[src/rtl/hslhm_pkg.sv]
// shared types and constants for the hsl / heatmap to rgb565 converter
`default_nettype none

package hslhm_pkg;

  // input beat: one pixel request
  typedef struct packed {
    logic        mode;
    logic [11:0] hue;
    logic [12:0] saturation;
    logic [12:0] lightness;
    logic [15:0] distance;
  } hslhm_in_t;

  // output beat: packed color and the unpacked channels
  typedef struct packed {
    logic [15:0] color;
    logic [7:0]  red;
    logic [7:0]  green;
    logic [7:0]  blue;
  } hslhm_out_t;

  // request modes
  localparam logic MODE_HSL  = 1'b0;
  localparam logic MODE_HEAT = 1'b1;

  // configuration register indexes
  localparam int                  CFG_IDX_W      = 2;
  localparam logic [CFG_IDX_W-1:0] CFG_DIST_LO    = 2'd0;
  localparam logic [CFG_IDX_W-1:0] CFG_DIST_HI    = 2'd1;
  localparam logic [15:0]          MIN_DIST_RESET = 16'd0;
  localparam logic [15:0]          MAX_DIST_RESET = 16'd4000;

  // how the heatmap hue is formed
  typedef enum logic [1:0] {
    HEAT_SCALE,
    HEAT_ZERO,
    HEAT_FULL
  } hslhm_heat_t;

  // heatmap hue in degrees
  localparam logic [8:0] DEG_SECT    = 9'd60;
  localparam logic [8:0] DEG_TURN    = 9'd360;
  localparam logic [8:0] DEG_RED_OFS = 9'd120;
  localparam logic [8:0] DEG_BLU_OFS = 9'd240;
  localparam logic [7:0] HEAT_SPAN   = 8'd240;

  // pipelined divider for the heatmap hue
  localparam int NUM_W      = 24;
  localparam int DEN_W      = 16;
  localparam int QUOT_W     = 8;
  localparam int DIV_STAGES = 4;

endpackage

`default_nettype wire

[src/rtl/hsl_heatmap_to_rgb565.sv]
// top level: hsl or distance heatmap request to rgb565 color, eight-stage pipeline
//
// Input channel in_valid / in_ready / in_data carries one request beat: mode 0
// converts hue, saturation and lightness (FRAC_BITS fraction bits), mode 1
// maps a distance between the low and high distance limits onto hue 0..240 deg.
// Output channel out_valid / out_ready / out_data returns one color beat per
// request, in request order, with the 565 word and the 8-bit channels.
// Configuration port cfg_valid / cfg_ready / cfg_index / cfg_data writes
// the low limit (index 0) and the high limit (index 1); cfg_ready is always high.
// Write registers only while no request is in flight.
// One beat per cycle is sustained while out_ready stays high. The eight
// pipeline stages are clamp, the l*s multiply, p/q, ramp selection, the
// per-channel multiply, sum, scale and the output register; the heatmap hue
// divider runs as four of those stages.
// Synchronous reset empties the pipeline and loads min 0 / max 4000.
// When the receiver stalls the whole pipeline holds; in_ready follows
// (not out_valid) or out_ready, so nothing is lost or repeated.
`default_nettype none

module hsl_heatmap_to_rgb565 #(
  parameter int FRAC_BITS = 12
) (
  input  logic                               clk,
  input  logic                               rst_n,
  input  logic                               in_valid,
  output logic                               in_ready,
  input  hslhm_pkg::hslhm_in_t               in_data,
  output logic                               out_valid,
  input  logic                               out_ready,
  output hslhm_pkg::hslhm_out_t              out_data,
  input  logic                               cfg_valid,
  output logic                               cfg_ready,
  input  logic [hslhm_pkg::CFG_IDX_W-1:0]    cfg_index,
  input  logic [15:0]                        cfg_data
);
  import hslhm_pkg::*;

  localparam int F   = FRAC_BITS;
  localparam int HB  = (F < 12) ? F : 12;
  localparam int XW  = (F + 1 > 13) ? F + 1 : 13;
  localparam int W2  = 2 * F + 2;
  localparam int WP  = 3 * F + 2;
  localparam int WM  = 3 * F + 10;
  localparam int UW  = F + 4;
  localparam int NST = 8;

  localparam logic [F:0]    ONE   = {1'b1, {F{1'b0}}};
  localparam logic [F:0]    HALF  = ONE >> 1;
  localparam logic [UW-1:0] SECT  = UW'(ONE);
  localparam logic [UW-1:0] SECT2 = SECT << 1;
  localparam logic [UW-1:0] SECT3 = UW'(SECT * 3);
  localparam logic [UW-1:0] SECT4 = SECT << 2;
  localparam logic [UW-1:0] TURN  = UW'(SECT * 6);

  // ramp position for one channel, mode 0 (one sixth of a turn is ONE)
  function automatic logic [F:0] ramp_t(input logic [UW-1:0] u);
    logic [UW-1:0] down;
    down = SECT4 - u;
    if (u < SECT) begin
      ramp_t = u[F:0];
    end else if (u < SECT3) begin
      ramp_t = ONE;
    end else if (u < SECT4) begin
      ramp_t = down[F:0];
    end else begin
      ramp_t = '0;
    end
  endfunction

  // ramp position for one channel, heatmap (one sixth of a turn is 60 deg)
  function automatic logic [5:0] heat_t(input logic [8:0] u);
    logic [8:0] down;
    down = DEG_BLU_OFS - u;
    if (u < DEG_SECT) begin
      heat_t = u[5:0];
    end else if (u < DEG_SECT * 3) begin
      heat_t = DEG_SECT[5:0];
    end else if (u < DEG_BLU_OFS) begin
      heat_t = down[5:0];
    end else begin
      heat_t = '0;
    end
  endfunction

  logic            adv;
  logic [NST-1:0]  vld_r;
  logic [15:0]     dist_lo_r;
  logic [15:0]     dist_hi_r;

  // configuration registers
  assign cfg_ready = 1'b1;

  always_ff @(posedge clk) begin
    if (!rst_n) begin
      dist_lo_r <= MIN_DIST_RESET;
      dist_hi_r <= MAX_DIST_RESET;
    end else if (cfg_valid) begin
      case (cfg_index)
        CFG_DIST_LO: dist_lo_r <= cfg_data;
        CFG_DIST_HI: dist_hi_r <= cfg_data;
        default: ;
      endcase
    end
  end

  // pipeline advances whenever the output register is free or being taken
  assign adv      = !vld_r[NST-1] || out_ready;
  assign in_ready = adv;

  always_ff @(posedge clk) begin
    if (!rst_n) begin
      vld_r <= '0;
    end else if (adv) begin
      vld_r <= {vld_r[NST-2:0], in_valid};
    end
  end

  // stage 1: clamp inputs, 6*hue, heatmap clamp and offset
  logic [F-1:0]    h_c;
  logic [XW-1:0]   sat_x;
  logic [XW-1:0]   lit_x;
  logic [F:0]      s_c;
  logic [F:0]      l_c;
  logic [15:0]     dist_c;
  hslhm_heat_t     heat_c;

  assign h_c   = F'(in_data.hue[HB-1:0]);
  assign sat_x = XW'(in_data.saturation);
  assign lit_x = XW'(in_data.lightness);
  assign s_c   = (sat_x > XW'(ONE)) ? ONE : sat_x[F:0];
  assign l_c   = (lit_x > XW'(ONE)) ? ONE : lit_x[F:0];

  always_comb begin
    if (in_data.distance < dist_lo_r) begin
      dist_c = dist_lo_r;
    end else if (in_data.distance > dist_hi_r) begin
      dist_c = dist_hi_r;
    end else begin
      dist_c = in_data.distance;
    end
    if (dist_lo_r == dist_hi_r) begin
      heat_c = HEAT_ZERO;
    end else if (dist_lo_r > dist_hi_r) begin
      heat_c = (in_data.distance < dist_lo_r) ? HEAT_ZERO : HEAT_FULL;
    end else begin
      heat_c = HEAT_SCALE;
    end
  end

  logic            mode_1_r;
  logic [UW-1:0]   h6_1_r;
  logic [F:0]      s_1_r;
  logic [F:0]      l_1_r;
  logic [15:0]     diff_1_r;
  hslhm_heat_t     heat_1_r;

  always_ff @(posedge clk) begin
    if (adv) begin
      mode_1_r <= in_data.mode;
      h6_1_r   <= UW'({h_c, 2'b00}) + UW'({h_c, 1'b0});
      s_1_r    <= s_c;
      l_1_r    <= l_c;
      diff_1_r <= dist_c - dist_lo_r;
      heat_1_r <= heat_c;
    end
  end

  // stage 2: l*s product, heatmap numerator times 240
  logic            mode_2_r;
  logic [UW-1:0]   h6_2_r;
  logic [F:0]      s_2_r;
  logic [F:0]      l_2_r;
  logic [W2-1:0]   ls_2_r;
  logic [NUM_W-1:0] num_2_r;
  hslhm_heat_t     heat_2_r;

  always_ff @(posedge clk) begin
    if (adv) begin
      mode_2_r <= mode_1_r;
      h6_2_r   <= h6_1_r;
      s_2_r    <= s_1_r;
      l_2_r    <= l_1_r;
      ls_2_r   <= W2'(l_1_r) * W2'(s_1_r);
      num_2_r  <= NUM_W'({diff_1_r, 8'h00}) - NUM_W'({diff_1_r, 4'h0});
      heat_2_r <= heat_1_r;
    end
  end

  // stages 3 to 6: heatmap hue = numerator / (max - min)
  logic [DEN_W-1:0]  den;
  logic [QUOT_W-1:0] quot_6;

  assign den = dist_hi_r - dist_lo_r;

  hslhm_div u_div (
    .clk  (clk),
    .en   (adv),
    .num  (num_2_r),
    .den  (den),
    .quot (quot_6)
  );

  // stage 3: q and p with 2F fraction bits
  logic [W2-1:0]   l_sh;
  logic [W2-1:0]   q2_c;
  logic [W2-1:0]   p2_c;
  logic [W2-1:0]   d2_c;

  assign l_sh = W2'(l_2_r) << F;
  assign q2_c = (l_2_r < HALF) ? l_sh + ls_2_r
                               : l_sh + (W2'(s_2_r) << F) - ls_2_r;
  assign p2_c = (l_sh << 1) - q2_c;
  assign d2_c = q2_c - p2_c;

  logic            mode_3_r;
  logic [UW-1:0]   h6_3_r;
  logic [2*F:0]    p2_3_r;
  logic [2*F:0]    d2_3_r;
  hslhm_heat_t     heat_3_r;

  always_ff @(posedge clk) begin
    if (adv) begin
      mode_3_r <= mode_2_r;
      h6_3_r   <= h6_2_r;
      p2_3_r   <= p2_c[2*F:0];
      d2_3_r   <= d2_c[2*F:0];
      heat_3_r <= heat_2_r;
    end
  end

  // stage 4: hue-shifted position and ramp value per channel
  logic [UW-1:0]   u_c [3];
  logic [UW-1:0]   ur_sum;
  logic [UW-1:0]   ub_sum;

  assign ur_sum = h6_3_r + SECT2;
  assign ub_sum = h6_3_r + SECT4;
  assign u_c[0] = (ur_sum >= TURN) ? ur_sum - TURN : ur_sum;
  assign u_c[1] = h6_3_r;
  assign u_c[2] = (ub_sum >= TURN) ? ub_sum - TURN : ub_sum;

  logic            mode_4_r;
  logic [F:0]      t_4_r [3];
  logic [2*F:0]    p2_4_r;
  logic [2*F:0]    d2_4_r;
  hslhm_heat_t     heat_4_r;

  always_ff @(posedge clk) begin
    if (adv) begin
      mode_4_r <= mode_3_r;
      for (int k = 0; k < 3; k++) begin
        t_4_r[k] <= ramp_t(u_c[k]);
      end
      p2_4_r   <= p2_3_r;
      d2_4_r   <= d2_3_r;
      heat_4_r <= heat_3_r;
    end
  end

  // stage 5: (q - p) times ramp position
  logic            mode_5_r;
  logic [WP-1:0]   prod_5_r [3];
  logic [2*F:0]    p2_5_r;
  hslhm_heat_t     heat_5_r;

  always_ff @(posedge clk) begin
    if (adv) begin
      mode_5_r <= mode_4_r;
      for (int k = 0; k < 3; k++) begin
        prod_5_r[k] <= WP'(d2_4_r) * WP'(t_4_r[k]);
      end
      p2_5_r   <= p2_4_r;
      heat_5_r <= heat_4_r;
    end
  end

  // stage 6: add p back in, 3F fraction bits
  logic            mode_6_r;
  logic [WP-1:0]   sum_6_r [3];
  hslhm_heat_t     heat_6_r;

  always_ff @(posedge clk) begin
    if (adv) begin
      mode_6_r <= mode_5_r;
      for (int k = 0; k < 3; k++) begin
        sum_6_r[k] <= (WP'(p2_5_r) << F) + prod_5_r[k];
      end
      heat_6_r <= heat_5_r;
    end
  end

  // stage 7: scale by 255 and truncate; heatmap hue and ramp positions
  logic [WM-1:0]   m255_c [3];
  logic [8:0]      hue_c;
  logic [8:0]      hr_sum;
  logic [8:0]      hb_sum;
  logic [8:0]      hu_c [3];

  always_comb begin
    for (int k = 0; k < 3; k++) begin
      m255_c[k] = (WM'(sum_6_r[k]) << 8) - WM'(sum_6_r[k]);
    end
    case (heat_6_r)
      HEAT_SCALE: hue_c = 9'(quot_6);
      HEAT_ZERO:  hue_c = '0;
      HEAT_FULL:  hue_c = 9'(HEAT_SPAN);
      default:    hue_c = '0;
    endcase
  end

  assign hr_sum = hue_c + DEG_RED_OFS;
  assign hb_sum = hue_c + DEG_BLU_OFS;
  assign hu_c[0] = (hr_sum >= DEG_TURN) ? hr_sum - DEG_TURN : hr_sum;
  assign hu_c[1] = hue_c;
  assign hu_c[2] = (hb_sum >= DEG_TURN) ? hb_sum - DEG_TURN : hb_sum;

  logic            mode_7_r;
  logic [7:0]      ch0_7_r [3];
  logic [5:0]      th_7_r [3];

  always_ff @(posedge clk) begin
    if (adv) begin
      mode_7_r <= mode_6_r;
      for (int k = 0; k < 3; k++) begin
        ch0_7_r[k] <= m255_c[k][3*F+7:3*F];
        th_7_r[k]  <= heat_t(hu_c[k]);
      end
    end
  end

  // stage 8: heatmap channel = floor(255 * t / 60), mode select, 565 pack
  logic [9:0]      h17_c [3];
  logic [7:0]      ch_c  [3];

  always_comb begin
    for (int k = 0; k < 3; k++) begin
      h17_c[k] = {th_7_r[k], 4'h0} + 10'(th_7_r[k]);
      ch_c[k]  = (mode_7_r == MODE_HEAT) ? h17_c[k][9:2] : ch0_7_r[k];
    end
  end

  hslhm_out_t out_r;

  always_ff @(posedge clk) begin
    if (adv) begin
      out_r.color <= {ch_c[0][7:3], ch_c[1][7:2], ch_c[2][7:3]};
      out_r.red   <= ch_c[0];
      out_r.green <= ch_c[1];
      out_r.blue  <= ch_c[2];
    end
  end

  assign out_valid = vld_r[NST-1];
  assign out_data  = out_r;

endmodule

`default_nettype wire

[src/rtl/hslhm_div.sv]
// pipelined restoring divider, two quotient bits per stage
`default_nettype none

module hslhm_div (
  input  logic                          clk,
  input  logic                          en,
  input  logic [hslhm_pkg::NUM_W-1:0]   num,
  input  logic [hslhm_pkg::DEN_W-1:0]   den,
  output logic [hslhm_pkg::QUOT_W-1:0]  quot
);
  import hslhm_pkg::*;

  localparam int BPS = QUOT_W / DIV_STAGES;

  logic [NUM_W-1:0]  rem_r [DIV_STAGES-1];
  logic [QUOT_W-1:0] q_r   [DIV_STAGES];

  for (genvar g = 0; g < DIV_STAGES; g++) begin : g_stage
    logic [NUM_W-1:0]  rem_in;
    logic [NUM_W-1:0]  rem_out;
    logic [QUOT_W-1:0] q_in;
    logic [QUOT_W-1:0] q_out;

    // stage input comes from the request or the previous stage
    if (g == 0) begin : g_first
      assign rem_in = num;
      assign q_in   = '0;
    end else begin : g_next
      assign rem_in = rem_r[g-1];
      assign q_in   = q_r[g-1];
    end

    // trial subtract of the shifted divisor, one quotient bit per step
    always_comb begin : p_step
      logic [NUM_W:0]   trial;
      logic [NUM_W-1:0] rem;
      rem   = rem_in;
      q_out = q_in;
      for (int b = 0; b < BPS; b++) begin
        trial = {1'b0, rem} - ({1'b0, NUM_W'(den)} << (QUOT_W - 1 - g * BPS - b));
        if (!trial[NUM_W]) begin
          rem = trial[NUM_W-1:0];
          q_out[QUOT_W - 1 - g * BPS - b] = 1'b1;
        end
      end
      rem_out = rem;
    end

    // stage registers
    always_ff @(posedge clk) begin
      if (en) begin
        q_r[g] <= q_out;
      end
    end

    if (g < DIV_STAGES - 1) begin : g_rem
      always_ff @(posedge clk) begin
        if (en) begin
          rem_r[g] <= rem_out;
        end
      end
    end else begin : g_last
      logic unused_rem;
      assign unused_rem = ^rem_out;
    end
  end

  assign quot = q_r[DIV_STAGES-1];

endmodule

`default_nettype wire

[config.mk]
export PLATFORM = sky130hd
export DESIGN_NAME = hsl_heatmap_to_rgb565
export DESIGN_NICKNAME = d
export VERILOG_FILES = /design/src/rtl/hslhm_pkg.sv /design/src/rtl/hsl_heatmap_to_rgb565.sv /design/src/rtl/hslhm_div.sv
export SDC_FILE = /design/constraint.sdc
export NUM_CORES = 2
export LEC_CHECK = 0
export BUFFER_PORTS_ARGS = -buffer_cell sky130_fd_sc_hd__buf_2
export CORE_UTILIZATION = 48
export DETAILED_ROUTE_END_ITERATION = 6
export HOLD_SLACK_MARGIN = 0.02
export PLACE_DENSITY = 0.63
export SLEW_MARGIN = 15
export SYNTH_ARGS = -nofsm -noshare
export SYNTH_HDL_FRONTEND = slang
export SYNTH_HIERARCHICAL = 1
export SYNTH_SLANG_ARGS = --single-unit
[constraint.sdc]
create_clock -name clk -period 55.5 [get_ports clk]
set_input_delay 5.55 -clock clk [delete_from_list [all_inputs] [get_ports clk]]
set_output_delay 5.55 -clock clk [all_outputs]
set_load 0.01 [all_outputs]
After elaboration in Yosys (flattened, before gate mapping)
Memories as Yosys holds them, arrays and structs flattened.
Cells that the tools add are included.
{ "totals": {"regBits": 389, "input_bits": 78, "elab_cells": 180, "ram_bits": 413, "n_memories": 7} }
{ "memory_table": {"columns": ["name", "depth", "width", "read_ports", "rd_clocked_by_memory_dff", "wr", "line_no", "text"], "rows": [
  ["prod_5_r", 3, 38, 3, 0, 3, "hsl_heatmap_to_rgb565.sv:262", "logic [WP-1:0] prod_5_r [3];"],
  ["sum_6_r", 3, 38, 3, 0, 3, "hsl_heatmap_to_rgb565.sv:279", "logic [WP-1:0] sum_6_r [3];"],
  ["u_div.rem_r", 3, 24, 3, 0, 3, "hslhm_div.sv:15", "logic [NUM_W-1:0] rem_r [DIV_STAGES-1];"],
  ["t_4_r", 3, 13, 3, 0, 3, "hsl_heatmap_to_rgb565.sv:243", "logic [F:0] t_4_r [3];"],
  ["u_div.q_r", 4, 8, 4, 0, 4, "hslhm_div.sv:16", "logic [QUOT_W-1:0] q_r [DIV_STAGES];"],
  ["ch0_7_r", 3, 8, 3, 0, 3, "hsl_heatmap_to_rgb565.sv:318", "logic [7:0] ch0_7_r [3];"],
  ["1 more memories", null, null, null, null, null, null, null]
]} }
{ "classes": {"bitwise_logic": 1, "eq_ne": 3, "n_mul": 4, "magnitude_cmp": 28, "n_reduce_logical": 7, "n_mux": 54, "addsub": 40} }
{ "op_table": {"columns": ["operator", "n"], "rows": [
  ["24-bit two-way mux", 7],
  ["13-bit two-way mux", 12],
  ["44-bit by 38-bit subtractor with 44-bit output", 3],
  ["37-bit by 38-bit adder with 38-bit output", 3],
  ["25-bit by 13-bit multiplier with 38-bit output", 3],
  ["25-bit subtractor", 3],
  ["6-bit two-way mux", 12],
  ["16-bit two-way mux", 4],
  ["25-bit adder", 2],
  ["16-bit by 13-bit less-than comparator with 1-bit output (second input constant)", 3],
  ["16-bit by 14-bit less-than comparator with 1-bit output (second input constant)", 3],
  ["16-bit by 15-bit less-than comparator with 1-bit output (second input constant)", 3],
  ["1-bit by 13-bit subtractor with 13-bit output (first input constant)", 3],
  ["9-bit by 8-bit less-than comparator with 1-bit output (second input constant)", 4],
  ["16-bit by 15-bit greater-or-equal comparator with 1-bit output (second input constant)", 2],
  ["16-bit greater-than comparator", 2],
  ["16-bit by 15-bit subtractor with 16-bit output (second input constant)", 2],
  ["16-bit subtractor", 2],
  ["10-bit by 6-bit adder with 10-bit output", 3],
  ["13-bit greater-than comparator (second input constant)", 2],
  ["13-bit by 13-bit multiplier with 25-bit output", 1],
  ["25-bit two-way mux", 1],
  ["24-bit by 16-bit subtractor with 25-bit output", 1],
  ["24-bit by 17-bit subtractor with 25-bit output", 1],
  ["34 further kinds", 55]
]} }

Longest topological paths before layout
{ "depth": {"ltp_word": 10, "depth_mapped": 37} }

By module
The synthesis kept the hierarchy.
{ "modules_own_cells": {"columns": ["mod", "area_per_inst_um2", "cells_per_inst", "instances"], "rows": [
  ["hsl_heatmap_to_rgb565", 68481.9, 6917, 1],
  ["hslhm_div", 10133.5, 1077, 1]
]} }

Worst setup path before layout
Ideal clock, no wire load.
{ "synth_timing": {"path_kind": "input -> register", "start": "input out_ready", "end": "memory ch0_7_r[0][0] (enable)", "t_required_ns": 49.936, "arrival_ns": 18.839, "path_buffers": 1, "cell_stages": 3, "setup_time_ns": 5.564, "setup_slack_ns": 31.097, "path_cell_list": "nor2b_1 -> clkbuf_1 -> clkinv_1"} }
{ "synth_lines": {"columns": ["element", "line_no", "text"], "rows": [
  ["start: declaration", "hsl_heatmap_to_rgb565.sv:29", "input logic out_ready,"],
  ["end: declaration", "hsl_heatmap_to_rgb565.sv:318", null]
]} }

Worst setup path after layout
{ "layout_timing": {"start": "input out_ready", "end": "output in_ready"} }
{ "layout_via": {"elab_chain_cells": 1} }
{ "layout_rtl": {"columns": ["element", "line_no", "text"], "rows": [
  ["1-bit logical OR", "hsl_heatmap_to_rgb565.sv:107", "assign adv = !vld_r[NST-1] || out_ready;"],
  ["end: declaration", "hsl_heatmap_to_rgb565.sv:26", "output logic in_ready,"]
]} }
No other way between the ends.

==> run_results.csv <==
group,metric,value,unit
hold_path,min_path_cells,0,
logic_synthesis,synth_xor_area_share,4.787,%
floorplanning,core_area,162600,um^2
worst_setup_path,crit_path_start_kind,"input pin",
worst_setup_path,crit_path_cell_trace,"buf_2, nor2b_1, inv_8, buf_2",
clocking,clk_pin_slew,0.05,ns
detailed_routing,wl,180800,um
grt,grt_usage,22.43,%
clocking,cts_setup_buffers,0,
hold_path,hp-class,"reg2reg",
sta,tightest_slew,1.209,ns
sta,rsz0062_at_grt,"no",
logic_synthesis,ys_seq_area_share,28.02,%
layout,drive_above_1_share,6.133,%
placed_design,hpwl,136900,um
floorplanning,die_w,406.7,um
layout,layout_commonest_cell,"inv_1",
detailed_routing,ant_nets,0,
logic_synthesis,synth-main-ff-cell,"edfxtp_1",
logic_synthesis,yosys.area_share.simple,13.84,%
worst_setup_path,cp.required,49.95,ns
logic_synthesis,async_reset_ff_share,0,%
detailed_routing,dr.pass1.iters,5,
clocking,clk_latency,0.72,ns
layout,num-fill-cells,14860,
logic_synthesis,synth_edf_count,707,
detailed_routing,wl_per_cell,17.62,um
detailed_routing,first_iter_violations,3295,
worst_setup_path,cp_max_fo,86,
layout,seq_area,22030,um^2
worst_setup_path,slowest_delay,0.65,ns
floorplanning,rows,148,
layout,layout.nets,9715,
clocking,cts_tree,"done",
clocking,numCtsBuffers,88,
layout,multi_input_area,50750,um^2
clocking,ctsHoldBuffers,0,
placed_design,place.gp.congestion,0.8546,
grt,grt_pass1_vias,57570,
sta,setup_tns,0,ns
clocking,cts_buffer_depth,3,
logic_synthesis,synthMuxAreaShare,1.584,%
sta,hold_viol,0,
logic_synthesis,synth-seq-cells,747,
worst_setup_path,cp-end-kind,"output port",
logic_synthesis,synth_compound_gate_area_share,10.40,%
logic_synthesis,synth_top_family_by_area,"adder cells",
layout,syn2layout_area_growth,7.555,%
logic_synthesis,synth.distinct_cells,118,
outcome,outcome,"finished, final reports clean",
flow_run,cap_violations,0,
clocking,clock-sinks,747,
sta,finalSetupViolCount,0,
grt,grt.overflow.total,0,
layout,fin_util,52.01,%
grt,antenna_found_initial,3,
floorplanning,fp.dieH,406.7,um
logic_synthesis,synth_area_leaders,"edfxtp_1 27%, fa_1 21%, ha_1 13%",
sta,slew_headroom,19.41,%
floorplanning,start_util,48.35,%
logic_synthesis,synth_top_area_share,27.01,%
clocking,cts-htree-levels,3,
grt,grt_pass1_wl,297000,um
logic_synthesis,yosys.area_share.adder,33.78,%
sta,maxSlewViolCount,0,
clocking,ctsResizeCount,0,
detailed_routing,drc,0,
sta,finalCritPeriodShare,22.69,%
detailed_routing,via_count,55470,
placed_design,io_buffer_count,119,
worst_setup_path,critPathArrivalTime,7.05,ns
worst_setup_path,r2r_cells,33,
logic_synthesis,syn-instance-count,7994,
detailed_routing,avgViaCountPerCell,5.405,
logic_synthesis,syn_avg_cell_area,9.834,um^2
sta,whs,0.4081,ns
floorplanning,io_pins,121,
clocking,root_buffer,"clkbuf_16",
worst_setup_path,worstSetupPathType,"in2out",
sta,period_minus_slack,12.60,ns
logic_synthesis,yosysWarningCount,6,
worst_setup_path,cpMostUsedCell,"buf_2",
sta,fmax,0.07939,GHz
floorplanning,dieArea,165400,um^2
worst_setup_path,crit_slowest_cell,"nor2b_1",
layout,final_cell_mix,"1272 x inv_1, 941 x nand2_1, 831 x fa_1",
sta,clock_skew,0.05931,ns
logic_synthesis,yosysTopAreaCell,"edfxtp_1",
grt,grt_max_degree,180,
logic_synthesis,synth_area,78620,um^2
synth_stat cells (all sizes together), types with 145 or more instances:
cell type  number
a21o          145
a21oi         348
and2          402
clkbuf        251
edfxtp        707
fa            831
ha            791
inv          1273
nand2         941
nor2          414
o21ai         246
xnor2         321
stage by stage:
step,cell area [um^2],setup WS [ns],std cells
floorplan,78710,31.10,8019
CTS,84520,42.89,10260
global route,84550,42.75,10260
detailed placement,81430,42.89,10100
finish,84550,42.90,10260
global placement,81430,42.96,10100
worst paths after layout:
check | slack (ns) | to | startpoint
worst min register to register | 0.41 | d2_4_r[6] | d2_3_r[6]
worst max register to register | 45.68 | u_div/rem_r[0][57] | dist_lo_r[1]
worst min-delay path | 0.41 | d2_4_r[6] | d2_3_r[6]
worst max-delay path | 42.90 | in_ready | out_ready
state kept, by name (all words and copies together), names as in the netlist, 16 cells and up:
| register | count |
|---|---|
| t_4_r | 36 |
| d2_3_r | 24 |
| ls_2_r | 25 |
| dist_hi_r | 16 |
| dist_lo_r | 16 |
| p2_3_r | 25 |
| out_data | 24 |
| p2_5_r | 25 |
| num_2_r | 20 |
| u_div/q_r | 20 |
| u_div/rem_r | 72 |
| d2_4_r | 24 |
| th_7_r | 18 |
| ch0_7_r | 24 |
| diff_1_r | 16 |
| p2_4_r | 25 |
| prod_5_r | 108 |
| sum_6_r | 108 |
critical path, delay by kind of cell:
family	cells	cell delay, ns
AND/OR/NAND/NOR	1	0.65
buffers and inverters	3	0.78
logic make-up after synthesis:
kind of cell / Yosys count
compound gates: 1245
simple gates: 2284
fa+ha+maj: 1624
xor+xnor: 424
buf+inv: 1558
flops: 747
mux: 110
other cells: 2
area by class of cell:
| cell class | instances | share of cell area, % |
|---|---|---|
| antenna | 2 | 0.005919 |
| clock buffer | 110 | 2.838 |
| clock inverter | 52 | 0.8153 |
| inverter | 1276 | 5.673 |
| multi-input combinational | 5714 | 60.02 |
| sequential | 747 | 26.06 |
| tap | 2175 | 3.218 |
| timing repair buffer | 188 | 1.370 |
metal layers:
metal / GRT usage, % / routed length (um) / vias up
met2: 39.47 / 89670 / 1198
li1: - / - / 26410
met4: 6.952 / 5086 / 6
met5: 0 / 46 / -
met3: 2.627 / 7924 / 294
met1: 28.73 / 78120 / 27570
Power is not shown: default switching activity piles up to over one toggle a cycle in this logic, so the estimate is an artifact.
